--- config.mk ---
export PLATFORM = sky130hd
export DESIGN_NAME = gregorian_date_add_days_top
export DESIGN_NICKNAME = d
export VERILOG_FILES = /design/src/rtl/gdad_pkg.sv /design/src/rtl/gdad_ctrl.sv /design/src/rtl/gdad_dpath.sv /design/src/rtl/gregorian_date_add_days_top.sv
export SDC_FILE = /design/constraint.sdc
export NUM_CORES = 1
export LEC_CHECK = 0
export BUFFER_PORTS_ARGS = -buffer_cell sky130_fd_sc_hd__buf_2
export CORE_ASPECT_RATIO = 1.2
export CORE_MARGIN = 3
export CORE_UTILIZATION = 42
export DETAILED_ROUTE_END_ITERATION = 7
export PLACE_DENSITY = 0.66
export SLEW_MARGIN = 10
export SYNTH_ARGS = -nofsm -noshare
export SYNTH_HDL_FRONTEND = slang
export SYNTH_SLANG_ARGS = --single-unit
--- constraint.sdc ---
create_clock -name clk -period 11.95 [get_ports clk]
set_clock_uncertainty 0.05 [all_clocks]
set_input_delay 1.7925 -clock clk [delete_from_list [all_inputs] [get_ports clk]]
set_output_delay 1.7925 -clock clk [all_outputs]
set_load 0.01 [all_outputs]
--- src/rtl/gdad_pkg.sv ---
// ----------------------------------------------------------------------------
// Gregorian date adder package
// Field widths, status codes, datapath operations and calendar helper
// functions shared by the controller, the datapath and the top level.
// ----------------------------------------------------------------------------
package gdad_pkg;

  localparam int MaxYear = 9999;

  localparam int YearW  = 14;
  localparam int MonthW = 4;
  localparam int DayW   = 5;
  localparam int OffW   = 17;
  localparam int StatW  = 2;
  localparam int ModW   = 9;   // year modulo 400
  localparam int DoyW   = 9;   // day of year and year length
  localparam int AccW   = 18;  // signed day count during an add

  localparam int InDataW  = 40;
  localparam int OutDataW = 24;

  // Bit positions inside in_tdata and out_tdata
  localparam int YearLo  = 0;
  localparam int MonthLo = YearLo + YearW;
  localparam int DayLo   = MonthLo + MonthW;
  localparam int OffLo   = DayLo + DayW;

  typedef enum logic [StatW-1:0] {
    ST_OK       = 2'd0,
    ST_BAD_DATE = 2'd1,
    ST_RANGE    = 2'd2
  } status_t;

  typedef enum logic [2:0] {
    OP_NONE,
    OP_LOAD_START,
    OP_MOD_STEP,
    OP_LOAD_END,
    OP_ADD_START,
    OP_YEAR_STEP,
    OP_MARK_ERR,
    OP_MONTH_STEP
  } dp_op_t;

  // The add result is committed by its own operation; kept apart so that the
  // operation enum stays within three bits.
  typedef struct packed {
    dp_op_t op;
    logic   add_end;
  } dp_cmd_t;

  typedef struct packed {
    logic mod_done;
    logic year_done;
    logic year_err;
    logic month_done;
  } dp_stat_t;

  // Leap year test on the year taken modulo 400.
  function automatic logic is_leap(input logic [ModW-1:0] m400);
    is_leap = (m400 == '0) ||
              ((m400 != ModW'(100)) && (m400 != ModW'(200)) &&
               (m400 != ModW'(300)) && (m400[1:0] == 2'b00));
  endfunction

  function automatic logic [DoyW-1:0] year_len(input logic leap);
    year_len = leap ? DoyW'(366) : DoyW'(365);
  endfunction

  function automatic logic [DayW-1:0] month_len(input logic [MonthW-1:0] m,
                                                input logic leap);
    case (m)
      4'd2:                      month_len = leap ? 5'd29 : 5'd28;
      4'd4, 4'd6, 4'd9, 4'd11:   month_len = 5'd30;
      default:                   month_len = 5'd31;
    endcase
  endfunction

  // Days in the months before month m of a common year.
  function automatic logic [DoyW-1:0] days_before_month(input logic [MonthW-1:0] m);
    case (m)
      4'd2:    days_before_month = 9'd31;
      4'd3:    days_before_month = 9'd59;
      4'd4:    days_before_month = 9'd90;
      4'd5:    days_before_month = 9'd120;
      4'd6:    days_before_month = 9'd151;
      4'd7:    days_before_month = 9'd181;
      4'd8:    days_before_month = 9'd212;
      4'd9:    days_before_month = 9'd243;
      4'd10:   days_before_month = 9'd273;
      4'd11:   days_before_month = 9'd304;
      4'd12:   days_before_month = 9'd334;
      default: days_before_month = 9'd0;
    endcase
  endfunction

endpackage

--- src/rtl/gdad_ctrl.sv ---
// ----------------------------------------------------------------------------
// Gregorian date adder controller
// Sequences load validation and the year and month walks of an add, and owns
// the input and result handshakes.
// ----------------------------------------------------------------------------
module gdad_ctrl (
  input  logic              clk,
  input  logic              rst_n,
  input  logic              in_tvalid,
  input  logic              in_action,
  output logic              in_tready,
  output logic              out_tvalid,
  input  logic              out_tready,
  input  gdad_pkg::dp_stat_t stat,
  output gdad_pkg::dp_cmd_t  cmd
);
  import gdad_pkg::*;

  typedef enum logic [2:0] {
    S_IDLE,
    S_LD_MOD,
    S_LD_END,
    S_ADD_YEAR,
    S_ADD_MONTH,
    S_ADD_END
  } state_t;

  state_t state_r, state_nxt;
  logic   out_valid_r, out_valid_nxt;
  logic   out_free;

  assign out_free   = !out_valid_r || out_tready;
  assign in_tready  = (state_r == S_IDLE);
  assign out_tvalid = out_valid_r;

  always_comb begin
    state_nxt     = state_r;
    out_valid_nxt = out_valid_r && !out_tready;
    cmd.op        = OP_NONE;
    cmd.add_end   = 1'b0;
    case (state_r)
      S_IDLE: begin
        if (in_tvalid) begin
          cmd.op    = in_action ? OP_ADD_START : OP_LOAD_START;
          state_nxt = in_action ? S_ADD_YEAR : S_LD_MOD;
        end
      end
      S_LD_MOD: begin
        if (stat.mod_done) begin
          state_nxt = S_LD_END;
        end else begin
          cmd.op = OP_MOD_STEP;
        end
      end
      S_LD_END: begin
        if (out_free) begin
          cmd.op        = OP_LOAD_END;
          out_valid_nxt = 1'b1;
          state_nxt     = S_IDLE;
        end
      end
      S_ADD_YEAR: begin
        if (stat.year_err) begin
          cmd.op    = OP_MARK_ERR;
          state_nxt = S_ADD_END;
        end else if (stat.year_done) begin
          state_nxt = S_ADD_MONTH;
        end else begin
          cmd.op = OP_YEAR_STEP;
        end
      end
      S_ADD_MONTH: begin
        if (stat.month_done) begin
          state_nxt = S_ADD_END;
        end else begin
          cmd.op = OP_MONTH_STEP;
        end
      end
      S_ADD_END: begin
        if (out_free) begin
          cmd.add_end   = 1'b1;
          out_valid_nxt = 1'b1;
          state_nxt     = S_IDLE;
        end
      end
      default: begin
        state_nxt = S_IDLE;
      end
    endcase
  end

  always_ff @(posedge clk) begin
    if (!rst_n) begin
      state_r     <= S_IDLE;
      out_valid_r <= 1'b0;
    end else begin
      state_r     <= state_nxt;
      out_valid_r <= out_valid_nxt;
    end
  end

endmodule

--- src/rtl/gdad_dpath.sv ---
// ----------------------------------------------------------------------------
// Gregorian date adder datapath
// Holds the stored date with its year modulo 400, the working registers of a
// load or an add, and the result register.
// ----------------------------------------------------------------------------
module gdad_dpath (
  input  logic                          clk,
  input  logic                          rst_n,
  input  logic [gdad_pkg::InDataW-1:0]  in_data,
  input  gdad_pkg::dp_cmd_t             cmd,
  output gdad_pkg::dp_stat_t            stat,
  output logic [gdad_pkg::OutDataW-1:0] out_data,
  output logic [gdad_pkg::StatW-1:0]    out_status
);
  import gdad_pkg::*;

  // Stored date
  logic [YearW-1:0]  cur_year_r;
  logic [MonthW-1:0] cur_month_r;
  logic [DayW-1:0]   cur_day_r;
  logic [ModW-1:0]   cur_mod_r;

  // Working registers
  logic [YearW-1:0]  work_year_r;
  logic [ModW-1:0]   work_mod_r;
  logic [MonthW-1:0] work_month_r;
  logic [AccW-1:0]   acc_r;
  logic              err_r;
  logic [YearW-1:0]  ld_year_r;
  logic [MonthW-1:0] ld_month_r;
  logic [DayW-1:0]   ld_day_r;

  // Result register
  logic [YearW-1:0]  res_year_r;
  logic [MonthW-1:0] res_month_r;
  logic [DayW-1:0]   res_day_r;
  status_t           res_stat_r;

  logic [YearW-1:0]  in_year;
  logic [MonthW-1:0] in_month;
  logic [DayW-1:0]   in_day;
  logic [OffW-1:0]   in_off;

  logic [DoyW-1:0]   cur_doy;
  logic              work_leap, prev_leap;
  logic [ModW-1:0]   prev_mod, next_mod;
  logic [DoyW-1:0]   ylen, plen;
  logic [DayW-1:0]   mlen;
  logic              acc_neg;
  logic              ld_leap, ld_ok;

  assign in_year  = in_data[YearLo  +: YearW];
  assign in_month = in_data[MonthLo +: MonthW];
  assign in_day   = in_data[DayLo   +: DayW];
  assign in_off   = in_data[OffLo   +: OffW];

  // Day of year of the stored date, counted from zero.
  assign cur_doy = days_before_month(cur_month_r)
                 + DoyW'(is_leap(cur_mod_r) && (cur_month_r > 4'd2))
                 + DoyW'(cur_day_r) - DoyW'(1);

  assign work_leap = is_leap(work_mod_r);
  assign prev_mod  = (work_mod_r == '0) ? ModW'(399) : work_mod_r - ModW'(1);
  assign next_mod  = (work_mod_r == ModW'(399)) ? '0 : work_mod_r + ModW'(1);
  assign prev_leap = is_leap(prev_mod);
  assign ylen      = year_len(work_leap);
  assign plen      = year_len(prev_leap);
  assign mlen      = month_len(work_month_r, work_leap);
  assign acc_neg   = acc_r[AccW-1];

  // During a load the work year register has been reduced modulo 400.
  assign ld_leap = is_leap(work_year_r[ModW-1:0]);
  assign ld_ok   = (ld_year_r <= YearW'(MaxYear)) &&
                   (ld_month_r >= 4'd1) && (ld_month_r <= 4'd12) &&
                   (ld_day_r != '0) && (ld_day_r <= month_len(ld_month_r, ld_leap));

  always_comb begin
    stat.mod_done   = (work_year_r < YearW'(400));
    stat.year_done  = !acc_neg && (acc_r < AccW'(ylen));
    stat.year_err   = acc_neg ? (work_year_r == '0)
                              : ((acc_r >= AccW'(ylen)) &&
                                 (work_year_r == YearW'(MaxYear)));
    stat.month_done = (work_month_r == 4'd12) || (acc_r < AccW'(mlen));
  end

  always_ff @(posedge clk) begin
    if (!rst_n) begin
      cur_year_r  <= '0;
      cur_month_r <= 4'd1;
      cur_day_r   <= 5'd1;
      cur_mod_r   <= '0;
    end else begin
      if (cmd.op == OP_LOAD_END && ld_ok) begin
        cur_year_r  <= ld_year_r;
        cur_month_r <= ld_month_r;
        cur_day_r   <= ld_day_r;
        cur_mod_r   <= work_year_r[ModW-1:0];
      end else if (cmd.add_end && !err_r) begin
        cur_year_r  <= work_year_r;
        cur_month_r <= work_month_r;
        cur_day_r   <= acc_r[DayW-1:0] + DayW'(1);
        cur_mod_r   <= work_mod_r;
      end
    end
  end

  always_ff @(posedge clk) begin
    case (cmd.op)
      OP_LOAD_START: begin
        ld_year_r   <= in_year;
        ld_month_r  <= in_month;
        ld_day_r    <= in_day;
        work_year_r <= in_year;
      end
      OP_MOD_STEP: begin
        work_year_r <= work_year_r - YearW'(400);
      end
      OP_ADD_START: begin
        acc_r        <= {in_off[OffW-1], in_off} + AccW'(cur_doy);
        work_year_r  <= cur_year_r;
        work_mod_r   <= cur_mod_r;
        work_month_r <= 4'd1;
        err_r        <= 1'b0;
      end
      OP_YEAR_STEP: begin
        if (acc_neg) begin
          work_year_r <= work_year_r - YearW'(1);
          work_mod_r  <= prev_mod;
          acc_r       <= acc_r + AccW'(plen);
        end else begin
          work_year_r <= work_year_r + YearW'(1);
          work_mod_r  <= next_mod;
          acc_r       <= acc_r - AccW'(ylen);
        end
      end
      OP_MARK_ERR: begin
        err_r <= 1'b1;
      end
      OP_MONTH_STEP: begin
        acc_r        <= acc_r - AccW'(mlen);
        work_month_r <= work_month_r + 4'd1;
      end
      default: begin
      end
    endcase
  end

  // Result register: written with the date the block holds after the item.
  always_ff @(posedge clk) begin
    if (cmd.op == OP_LOAD_END) begin
      if (ld_ok) begin
        res_year_r  <= ld_year_r;
        res_month_r <= ld_month_r;
        res_day_r   <= ld_day_r;
        res_stat_r  <= ST_OK;
      end else begin
        res_year_r  <= cur_year_r;
        res_month_r <= cur_month_r;
        res_day_r   <= cur_day_r;
        res_stat_r  <= ST_BAD_DATE;
      end
    end else if (cmd.add_end) begin
      if (err_r) begin
        res_year_r  <= cur_year_r;
        res_month_r <= cur_month_r;
        res_day_r   <= cur_day_r;
        res_stat_r  <= ST_RANGE;
      end else begin
        res_year_r  <= work_year_r;
        res_month_r <= work_month_r;
        res_day_r   <= acc_r[DayW-1:0] + DayW'(1);
        res_stat_r  <= ST_OK;
      end
    end
  end

  assign out_data   = {1'b0, res_day_r, res_month_r, res_year_r};
  assign out_status = res_stat_r;

endmodule

--- src/rtl/gregorian_date_add_days_top.sv ---
// ----------------------------------------------------------------------------
// Gregorian date adder
// Keeps one proleptic Gregorian date, loads and validates new dates and moves
// the stored date by a signed number of days.
// ----------------------------------------------------------------------------
// Usage:
// The input channel takes one beat per item. in_tuser selects the action:
// 0 loads the date in in_tdata and checks it, 1 adds the signed day offset in
// in_tdata to the stored date. Every item returns exactly one result beat
// carrying the stored date after the item, with a status in out_tuser
// (0 ok, 1 invalid date rejected, 2 year range exceeded).
// Items are handled one at a time; in_tready is high only while the block is
// idle. A load reduces the year modulo 400, subtracting 400 once a cycle, and
// then checks the date. An add walks the years (one year a cycle) and then the
// months (one month a cycle).
// The result sits in an output register, so a new item is accepted while a
// result still waits; a stalled receiver holds the beat and the next item
// finishes its work and then waits for the register to empty.
// After reset the stored date is 0000-01-01 and no result is pending.
// ----------------------------------------------------------------------------
module gregorian_date_add_days_top (
  input  logic                          clk,
  input  logic                          rst_n,
  input  logic                          in_tvalid,
  output logic                          in_tready,
  // bits 13:0 load_year, 17:14 load_month, 22:18 load_day, 39:23 day_offset
  input  logic [gdad_pkg::InDataW-1:0]  in_tdata,
  // bit 0 action
  input  logic                          in_tuser,
  output logic                          out_tvalid,
  input  logic                          out_tready,
  // bits 13:0 out_year, 17:14 out_month, 22:18 out_day, 23 zero
  output logic [gdad_pkg::OutDataW-1:0] out_tdata,
  // bits 1:0 status
  output logic [gdad_pkg::StatW-1:0]    out_tuser
);
  import gdad_pkg::*;

  dp_cmd_t  cmd;
  dp_stat_t stat;

  gdad_ctrl u_ctrl (
    .clk        (clk),
    .rst_n      (rst_n),
    .in_tvalid  (in_tvalid),
    .in_action  (in_tuser),
    .in_tready  (in_tready),
    .out_tvalid (out_tvalid),
    .out_tready (out_tready),
    .stat       (stat),
    .cmd        (cmd)
  );

  gdad_dpath u_dpath (
    .clk        (clk),
    .rst_n      (rst_n),
    .in_data    (in_tdata),
    .cmd        (cmd),
    .stat       (stat),
    .out_data   (out_tdata),
    .out_status (out_tuser)
  );

endmodule

-- Word level (Yosys, flattened, before mapping)
Memories as Yosys holds them, arrays and structs flattened. A register that Yosys moved wholly into a read port is not among the register bits.
Cells that the tools add are included.
- output and inout bits: 28
- bits in registers: 130
- memories: 1
- bits in read-only memories: 144
- logic and storage cells: 201
- memory list (memory ; depth ; bits a word ; rd ports ; clocked after memory_dff ; wr ports ; RTL line ; source):
    (name not given) ; 16 ; 9 ; 1 ; 1 ; 0 ; gdad_pkg.sv:81 ; case (m)
- $lt $le $gt $ge: 9
- multiplexer cells: 63
- equality and inequality tests: 42
- reduce and logical (&&, ||, !) cells: 54
- add/sub/neg operators: 14
- operators with widths (operator ; number):
    14-bit two-way mux ; 7
    14-bit case mux with 4 select lines ; 1
    18-bit case mux with 3 select lines ; 1
    9-bit two-way mux ; 5
    9-bit logical NOT ; 4
    9-bit by 7-bit != test with 1-bit output (second input constant) ; 4
    9-bit by 8-bit != test with 1-bit output (second input constant) ; 4
    9-bit != test (second input constant) ; 4
    3-bit two-way mux ; 11
    4-bit two-way mux ; 8
    5-bit two-way mux ; 6
    3-bit case mux with 5 select lines ; 2
    1-bit logical AND ; 22
    4-bit equality test (second input constant) ; 5
    5-bit case mux with 2 select lines ; 2
    17-bit by 10-bit adder with 18-bit output ; 1
    18-bit by 9-bit adder with 18-bit output ; 1
    3-bit equality test (second input constant) ; 6
    18-bit by 9-bit greater-or-equal comparator with 1-bit output ; 1
    18-bit by 5-bit < comparator with 1-bit output ; 1
    18-bit by 9-bit < comparator with 1-bit output ; 1
    18-bit two-way mux ; 1
    9-bit case mux with 2 select lines ; 1
    18-bit by 5-bit subtractor with 18-bit output ; 1
    other kinds (41) ; 82

-- Depth between registers and ports, before layout
Gate-level depths: netlist (run 1).
- depth after elaboration: 16
- mapped depth: 24
- mapped depth without buffers: 24

-- Modules after synthesis
From an unflattened synthesis (run 1), not the netlist that was laid out.
- cells, all modules: 1168
- area, all modules: 10288.6 sq um
- modules (own cells, without submodules) (module ; seq. area each (sq um) ; instances ; area each (sq um) ; cells an instance):
    gdad_dpath ; 3643.5 ; 1 ; 9903.2 ; 1118
    gdad_ctrl ; 80.1 ; 1 ; 385.4 ; 50

-- Least setup slack after synthesis (run 1)
Ideal clock, no wire load.
- path kind: flip-flop to flip-flop
- start point: register u_dpath.work_mod_r[3]
- end point: register u_dpath.acc_r[0] (enable)
- library setup time: 0.418 ns
- slack: 7.408 ns
- cell stages (with the launch flop): 13
- data arrival time: 4.074 ns
- period minus slack after synthesis: 4.542 ns
- cell sequence: edfxtp_1 > buf_1 > nand2_1 > nor3_1 > a41oi_1 > o31ai_1 > inv_1 > fa_1 > nand3b_1 > a211oi_1 > nor2_1 > o21ba_2 > o21ai_0
- cells in the longest elaborated chain, start to end: 13
- RTL lines (element ; RTL line ; source):
    start, declared ; gdad_dpath.sv:25 ; logic [ModW-1:0] work_mod_r;
    start signal, assigned ; gdad_dpath.sv:121 ; work_mod_r <= cur_mod_r;
    start signal, assigned ; gdad_dpath.sv:128 ; work_mod_r <= prev_mod;
    start signal, assigned ; gdad_dpath.sv:132 ; work_mod_r <= next_mod;
    9-bit by 7-bit != test with 1-bit output or 9-bit by 8-bit != test with 1-bit output (tied branches) ; gdad_pkg.sv:62 ; ((m400 != ModW'(100)) && (m400 != ModW'(200)) &&
    1-bit logical AND (2 in series) ; gdad_pkg.sv:62 ;
    1-bit logical AND ; gdad_pkg.sv:63 ; (m400 != ModW'(300)) && (m400[1:0] == 2'b00));
    1-bit logical OR (*) ; gdad_pkg.sv:61 ; is_leap = (m400 == '0) ||
    1-bit two-way mux or 2-bit two-way mux (tied branches) ; gdad_pkg.sv:73, gdad_pkg.sv:67 ;
    5-bit case mux with 2 select lines (tied with other cells) ; gdad_pkg.sv:72 ; case (m)
    18-bit by 5-bit < comparator with 1-bit output (tied with other cells) ; gdad_dpath.sv:83 ; stat.month_done = (work_month_r == 4'd12) || (acc_r < AccW'(mlen));
    1-bit logical OR (tied with other cells) ; gdad_dpath.sv:83 ;
    3-bit two-way mux (on tied branches) ; gdad_ctrl.sv:73, gdad_ctrl.sv:63 ;
    3-bit case mux with 5 select lines (*) ; gdad_ctrl.sv:41 ; case (state_r)
    3-bit equality test ; gdad_dpath.sv:108 ; case (cmd.op)
    3-bit nonzero test (no source line) (*) ; -- ;
    end signal, assigned ; gdad_dpath.sv:119 ; acc_r <= {in_off[OffW-1], in_off} + AccW'(cur_doy);
    end signal, assigned ; gdad_dpath.sv:129 ; acc_r <= acc_r + AccW'(plen);
    end signal, assigned ; gdad_dpath.sv:133 ; acc_r <= acc_r - AccW'(ylen);
    end, declared ; gdad_dpath.sv:27 ; logic [AccW-1:0] acc_r;
Every way passes the cells marked *; elsewhere a longest branch is shown, timed or not.
A chain may end at the register's enable or synchronous reset.

-- Final worst setup path (run 1)
- start point: register u_dpath.work_mod_r[8]
- end point: register u_dpath.acc_r[13] (enable)
Same word-level chain as after synthesis.

==> impl_metrics.tcl, run 1 <==
set metrics [dict create \
    drt_iter0_drc 886 \
    yosysWarningCount 0 \
    cts_tree "built" \
    outcome "finished clean" \
    max_freq_mhz 193.3 \
    insertion_delay_ns 0.44 \
    hold_violations 0 \
    final_nets 1263 \
    layout-drive-gt1-share_pct 11.60 \
    numCtsBuffers 17 \
    yosysUniqueCellTypes 74 \
    areaGrowthSynthToFinish_pct 12.14 \
    grt_overflow 0 \
    synth_area_sq_um 9802 \
    hold_depth 2 \
    post-route-util_pct 48.48 \
    die_x_microns 145.5 \
    fillerInstances 2202 \
    synth_area_leaders "edfxtp_1 (29%), dfxtp_1 (9.2%), ha_1 (7.8%), nor2_1 (5.0%), nand2_1 (3.8%)" \
    timing.rr.start "u_dpath.work_mod_r[8]$_DFFE_PP_" \
    postCtsSetupRepairBufs 0 \
    syn_inst 1119 \
    async_flop_share_pct 0 \
    synth_nets 1231 \
    crit_path_end_kind "flop" \
    drc 0 \
    hold_class "flop to flop" \
    synth_top_area_cell "edfxtp_1" \
    cts_buffer_depth 2 \
    fp.coreArea_sq_um 22670 \
    ff2ff_setup_slack_ns 6.78 \
    hold_ws_ns 0.4072 \
    wl_per_cell_microns 18.95 \
    avgSynthCellArea_sq_um 8.760 \
    grt_max_degree 52 \
    clock-sinks 139 \
    synth.most_common_cell "nor2_1" \
    final_cell_area_sq_um 10990 \
    relSlewSlack_pct 38.64 \
    rsz0062_at_grt "no" \
    fin_crit_sh_pct 43.29 \
    dp_hpwl_microns 19810 \
    final_antenna_net_count 0 \
    vias 8990 \
    reg2regPathDepth 14 \
    synth_seq_area_share_pct 37.99 \
    synthFlopType "edfxtp_1" \
    antenna_cells 0 \
    die_h_microns 173.3 \
    path_class "flop to flop" \
    htree_levels 4 \
    io_buffers 71 \
    worstHoldStart "u_dpath.cur_mod_r[5]$_SDFFE_PN0N_" \
    antenna_found_initial 0 \
    setup_viol 0 \
    worstSetupEndpoint "u_dpath.acc_r[13]$_DFFE_PP_" \
    setup_tns_ns 0 \
    rows 60 \
    ir_drop_v 0.0001429 \
    slew_viol_final 0 \
    track_usage_pct 21.44 \
    startpoint "u_dpath.work_mod_r[8]$_DFFE_PP_" \
    drtPass1Iterations 7 \
    clk_pin_slew_ns 0.07 \
    grt_pass1_wl_microns 44190 \
    critPathArrivalTime_ns 5.24 \
    hold_buffers 0 \
    synth.top_cell.area_share_pct 28.80 \
    synth-seq-cells 139 \
    ctsResizeCount 0 \
    grt_pass1_vias 8356 \
    post-route-min-period_ns 5.173 \
    drv_cap 0 \
    synthTopCellsByCount "nor2_1 (130), nand2_1 (100), edfxtp_1 (94), a21oi_1 (74), inv_1 (69)" \
    cts-root-buf "clkbuf_16" \
    place_area_sq_um 10370 \
    start_util_pct 43.23 \
    vias_per_cell 6.099 \
    dieArea_sq_um 25210 \
    worstReg2RegEnd "u_dpath.acc_r[13]$_DFFE_PP_" \
    synth_edf_count 94 \
    wirelength_microns 27940 \
    critical_path_peak_fanout 31 \
    worst_pin_slew_ns 0.9171 \
    p_leak_nw 4.189 \
    power_density_nw_per_um2 304.9 \
    cp-start-kind "flop" \
    globalplace.congestion 0.8867 \
    io_pins 73 \
    required_ns 12.01 \
]
[flip-flops by register name (all words and copies together) (netlist names), named ones only]
register / flops
u_dpath.ld_year_r: 14
u_dpath.cur_day_r: 5
u_dpath.work_mod_r: 9
u_dpath.cur_year_r: 14
u_dpath.out_status: 2
u_dpath.res_day_r: 5
u_ctrl.out_tvalid: 1
u_dpath.err_r: 1
u_dpath.cur_mod_r: 9
u_dpath.cur_month_r: 4
u_dpath.ld_month_r: 4
u_dpath.acc_r: 18
u_dpath.ld_day_r: 5
u_dpath.res_year_r: 14
u_dpath.work_month_r: 4
u_ctrl.state_r: 3
u_dpath.res_month_r: 4
u_dpath.work_year_r: 14
[layout make-up]
cell class                 instances  area [sq um]  share of cell area (%)
multi-input combinational        840          5549                   50.48
inverter                          69         259.0                   2.356
tap                              310         387.9                   3.529
clock buffer                      17         425.4                   3.870
timing repair buffer              84         452.9                   4.121
clock inverter                    15         193.9                   1.764
sequential                       139          3724                   33.88
[cell usage in the layout, fill, tap and decap left out, types with 8 or more instances in the layout]
cell type and n:
a221o_1 8, nand4_1 12, buf_4 13, and3_1 14
clkbuf_16 17, o21ai_0 41, and2_1 9, nor4_1 10
nand3b_1 8, inv_1 69, xor2_1 28, a31oi_1 15
a21o_1 10, a211oi_1 10, o22ai_1 24, a22oi_1 31
nor3_1 30, nor2b_1 8, buf_2 71, o221ai_1 8
a221oi_1 16, edfxtp_1 94, a222oi_1 9, nand2_1 100
dfxtp_1 45, xnor2_1 36, nand2b_1 10, ha_1 61
nand3_1 26, a21oi_1 74, nor2_1 128
[per-layer routing]
metal | global-route usage (%) | vias up | routed length [microns]
li1 | - | 4227 | -
met1 | 27.35 | 4255 | 11440
met2 | 36.87 | 443 | 13710
met3 | 4.079 | 65 | 2082
met4 | 6.690 | 0 | 707
met5 | 0 | - | 0
[critical path, stage by stage, from the launching register on]
cell and delay, ns:
edfxtp_1 0.56, inv_1 0.13, o21ai_0 0.19, a41oi_1 0.14, o31ai_1 0.58, inv_1 0.14
fa_1 0.42, nand3b_1 0.22, a211oi_1 0.51, nor2_1 0.23, nor3_2 0.52, buf_4 0.48
nor2_1 0.24, o21ai_1 0.13, buf_4 0.28
[power by group]
part           leakage, nW  internal [W]  switching, W
logic                 2.65      0.000755       0.00106
clock network        0.300      0.000286      0.000264
registers             1.24      0.000752      0.000233
total                 4.19       0.00179       0.00156
[kinds of logic after synthesis]
logic type	synth area share [%]
compound gates	22.38
xor+xnor	5.719
fa+ha+maj	9.012
buf+inv	5.553
flops	37.99
mux	0.7276
other cells	0.03826
simple gates	18.59
[worst min-delay path by stage]
stage / endpoint
after floorplan: u_dpath.cur_day_r[1]$_SDFFE_PN0N_
after global placement: u_dpath.cur_day_r[2]$_SDFFE_PN0N_
after detailed placement: u_dpath.cur_day_r[2]$_SDFFE_PN0N_
after CTS: u_dpath.cur_mod_r[5]$_SDFFE_PN0N_
after global routing: u_dpath.cur_mod_r[1]$_SDFFE_PN0N_
final: u_dpath.cur_mod_r[5]$_SDFFE_PN0N_
[per-stage QoR]
step | setup WS, ns | instances | power (W)
finish | 6.777 | 1474 | 0.003352
global route | 6.330 | 1474 | 0.003597
CTS | 6.836 | 1474 | 0.003336
detailed placement | 6.864 | 1442 | 0.002774
global placement | 6.900 | 1442 | 0.002762
floorplan | 7.408 | 1119 | 0.002324
No activity file was read; power rests on OpenSTA's default activity.
==> run 2, diff against run 1 <==
--- a/config.mk
+++ b/config.mk
@@ -10,7 +10,7 @@
 export CORE_MARGIN = 3
 export CORE_UTILIZATION = 42
 export DETAILED_ROUTE_END_ITERATION = 7
-export PLACE_DENSITY = 0.66
+export PLACE_DENSITY = 0.68
 export SLEW_MARGIN = 10
 export SYNTH_ARGS = -nofsm -noshare
 export SYNTH_HDL_FRONTEND = slang
==> constraint.sdc (replaced) <==
create_clock -name clk -period 4.6 [get_ports clk]
set_clock_uncertainty 0.05 [all_clocks]
set_input_delay 0.69 -clock clk [delete_from_list [all_inputs] [get_ports clk]]
set_output_delay 0.69 -clock clk [all_outputs]
set_load 0.01 [all_outputs]
==> impl_metrics.tcl, run 2 (same netlist as run 1, synthesis figures left out) <==
set metrics [dict create \
    worstHoldStart "in_tdata[15]" \
    final_antenna_net_count 0 \
    start_util_pct 43.23 \
    hold_buffers 0 \
    final_nets 1312 \
    slew_viol_final 0 \
    reg2regPathDepth 24 \
    power_density_nw_per_um2 803.9 \
    cts_buffer_depth 2 \
    ir_drop_v 0.0004440 \
    required_ns 4.72 \
    outcome "finished clean" \
    dp_hpwl_microns 20950 \
    worst_pin_slew_ns 0.9166 \
    rsz0062_at_grt "yes" \
    layout_commonest_cell "nor2_1" \
    top_register "u_dpath.acc_r" \
    crit_path_end_kind "flop" \
    post-route-min-period_ns 4.413 \
    wirelength_microns 28650 \
    antenna_cells 0 \
    critical_path_peak_fanout 4 \
    antenna_found_initial 0 \
    worstReg2RegEnd "u_dpath.acc_r[16]$_DFFE_PP_" \
    hold_end "u_dpath.ld_month_r[1]$_DFFE_PN_" \
    fin_crit_sh_pct 95.94 \
    areaGrowthSynthToFinish_pct 17.10 \
    cp-start-kind "flop" \
    multiInputGateArea_sq_um 5660 \
    drv_cap 0 \
    clock-sinks 139 \
    htree_levels 4 \
    p_leak_nw 4.441 \
    io_pins 73 \
    max_freq_mhz 226.6 \
    setup_tns_ns 0 \
    setup_viol 0 \
    io_buffers 71 \
    hold_violations 0 \
    drc 0 \
    timing.rr.start "u_dpath.cur_mod_r[5]$_SDFFE_PN0N_" \
    relSlewSlack_pct 38.90 \
    post-route-util_pct 50.63 \
    die_h_microns 173.3 \
    globalplace.congestion 0.8982 \
    cts_tree "built" \
    wl_per_cell_microns 18.81 \
    layout-drive-gt1-share_pct 17.23 \
    largest_register_ffs 18 \
    hold_class "input port to flop" \
    layout_common_cells "nor2_1 (125), nand2_1 (100), edfxtp_1 (94)" \
    vias_per_cell 6.018 \
    vias 9165 \
    grt_max_degree 27 \
    drtPass1Iterations 6 \
    critPathArrivalTime_ns 4.54 \
    drt_iter0_drc 996 \
    dieArea_sq_um 25210 \
    clk_pin_slew_ns 0.07 \
    fp.coreArea_sq_um 22670 \
    ff2ff_setup_slack_ns 0.19 \
    insertion_delay_ns 0.43 \
    cts-root-buf "clkbuf_16" \
    hold_depth 1 \
    numCtsBuffers 17 \
    grt_overflow 0 \
    grt_pass1_vias 8838 \
    track_usage_pct 21.99 \
    ff_latch_area_sq_um 3725 \
    path_class "flop to flop" \
    rows 60 \
    fillerInstances 2148 \
    grt_pass1_wl_microns 45640 \
    power_w 0.009227 \
    die_x_microns 145.5 \
]
[run 2: stage by stage]
stage               hold slack [ns]  instances  cell area (sq um)  worst slack [ns]
floorplan                    0.3863       1119               9802           0.05771
global placement             0.3932       1485              10710           0.05917
detailed placement           0.3967       1485              10710          -0.02860
CTS                          0.3746       1518              11330           0.02457
global route                 0.3724       1523              11480           -0.1084
finish                       0.3811       1523              11480            0.1867
[run 2: worst max-delay path by stage]
stage                                           start                           to  slack, ns
global route        u_dpath.cur_mod_r[5]$_SDFFE_PN0N_  u_dpath.acc_r[16]$_DFFE_PP_      -0.11
finish              u_dpath.cur_mod_r[5]$_SDFFE_PN0N_  u_dpath.acc_r[16]$_DFFE_PP_       0.19
global placement    u_dpath.cur_mod_r[5]$_SDFFE_PN0N_  u_dpath.acc_r[11]$_DFFE_PP_       0.06
CTS                 u_dpath.cur_mod_r[5]$_SDFFE_PN0N_  u_dpath.acc_r[14]$_DFFE_PP_       0.02
floorplan             u_dpath.work_mod_r[3]$_DFFE_PP_   u_dpath.acc_r[0]$_DFFE_PP_       0.06
detailed placement  u_dpath.cur_mod_r[5]$_SDFFE_PN0N_  u_dpath.acc_r[14]$_DFFE_PP_      -0.03
[run 2: layout make-up]
type	instances	area share, %
Clock inverter	15	1.602
Timing Repair Buffer	133	7.292
Clock buffer	17	3.706
Tap cell	310	3.379
Inverter	69	2.256
Multi-Input combinational cell	840	49.31
Sequential cell	139	32.45
[run 2: report_power, final]
group          switching [W]  internal [W]
sequential          0.000516       0.00195
clock               0.000662      0.000739
combinational        0.00305       0.00231
[run 2: worst max-delay path, cell delays in order (launching register included)]
cell and delay (ns):
dfxtp_2 0.34, inv_2 0.04, a31oi_1 0.16, nor3b_1 0.07, a21oi_1 0.15, a211oi_2 0.07
or4_4 0.46, ha_4 0.29, inv_2 0.04, ha_4 0.15, fa_2 0.37, a21oi_2 0.12
nor2_1 0.05, nor2_2 0.13, o21bai_1 0.08, a21oi_2 0.15, xnor2_1 0.09, ha_2 0.33
nor2_1 0.04, nor2_1 0.13, a31oi_1 0.14, nor2b_2 0.29, o2111ai_2 0.14, xor2_1 0.18
o22ai_1 0.09
[run 2: timing repair]
action	4_1_cts	5_1_grt
pin swaps	2	13
gates resized for setup	2	28
buffers inserted	1	5
gates cloned	0	0
endpoints found under the setup margin	5	11
[run 2: layer usage]
| metal | vias up | wire length (microns) | track usage, % |
|---|---|---|---|
| li1 | 4307 | - | - |
| met3 | 77 | 1983 | 3.452 |
| met1 | 4339 | 11630 | 27.79 |
| met5 | - | 0 | 0 |
| met2 | 442 | 14100 | 38.12 |
| met4 | 0 | 939 | 7.957 |
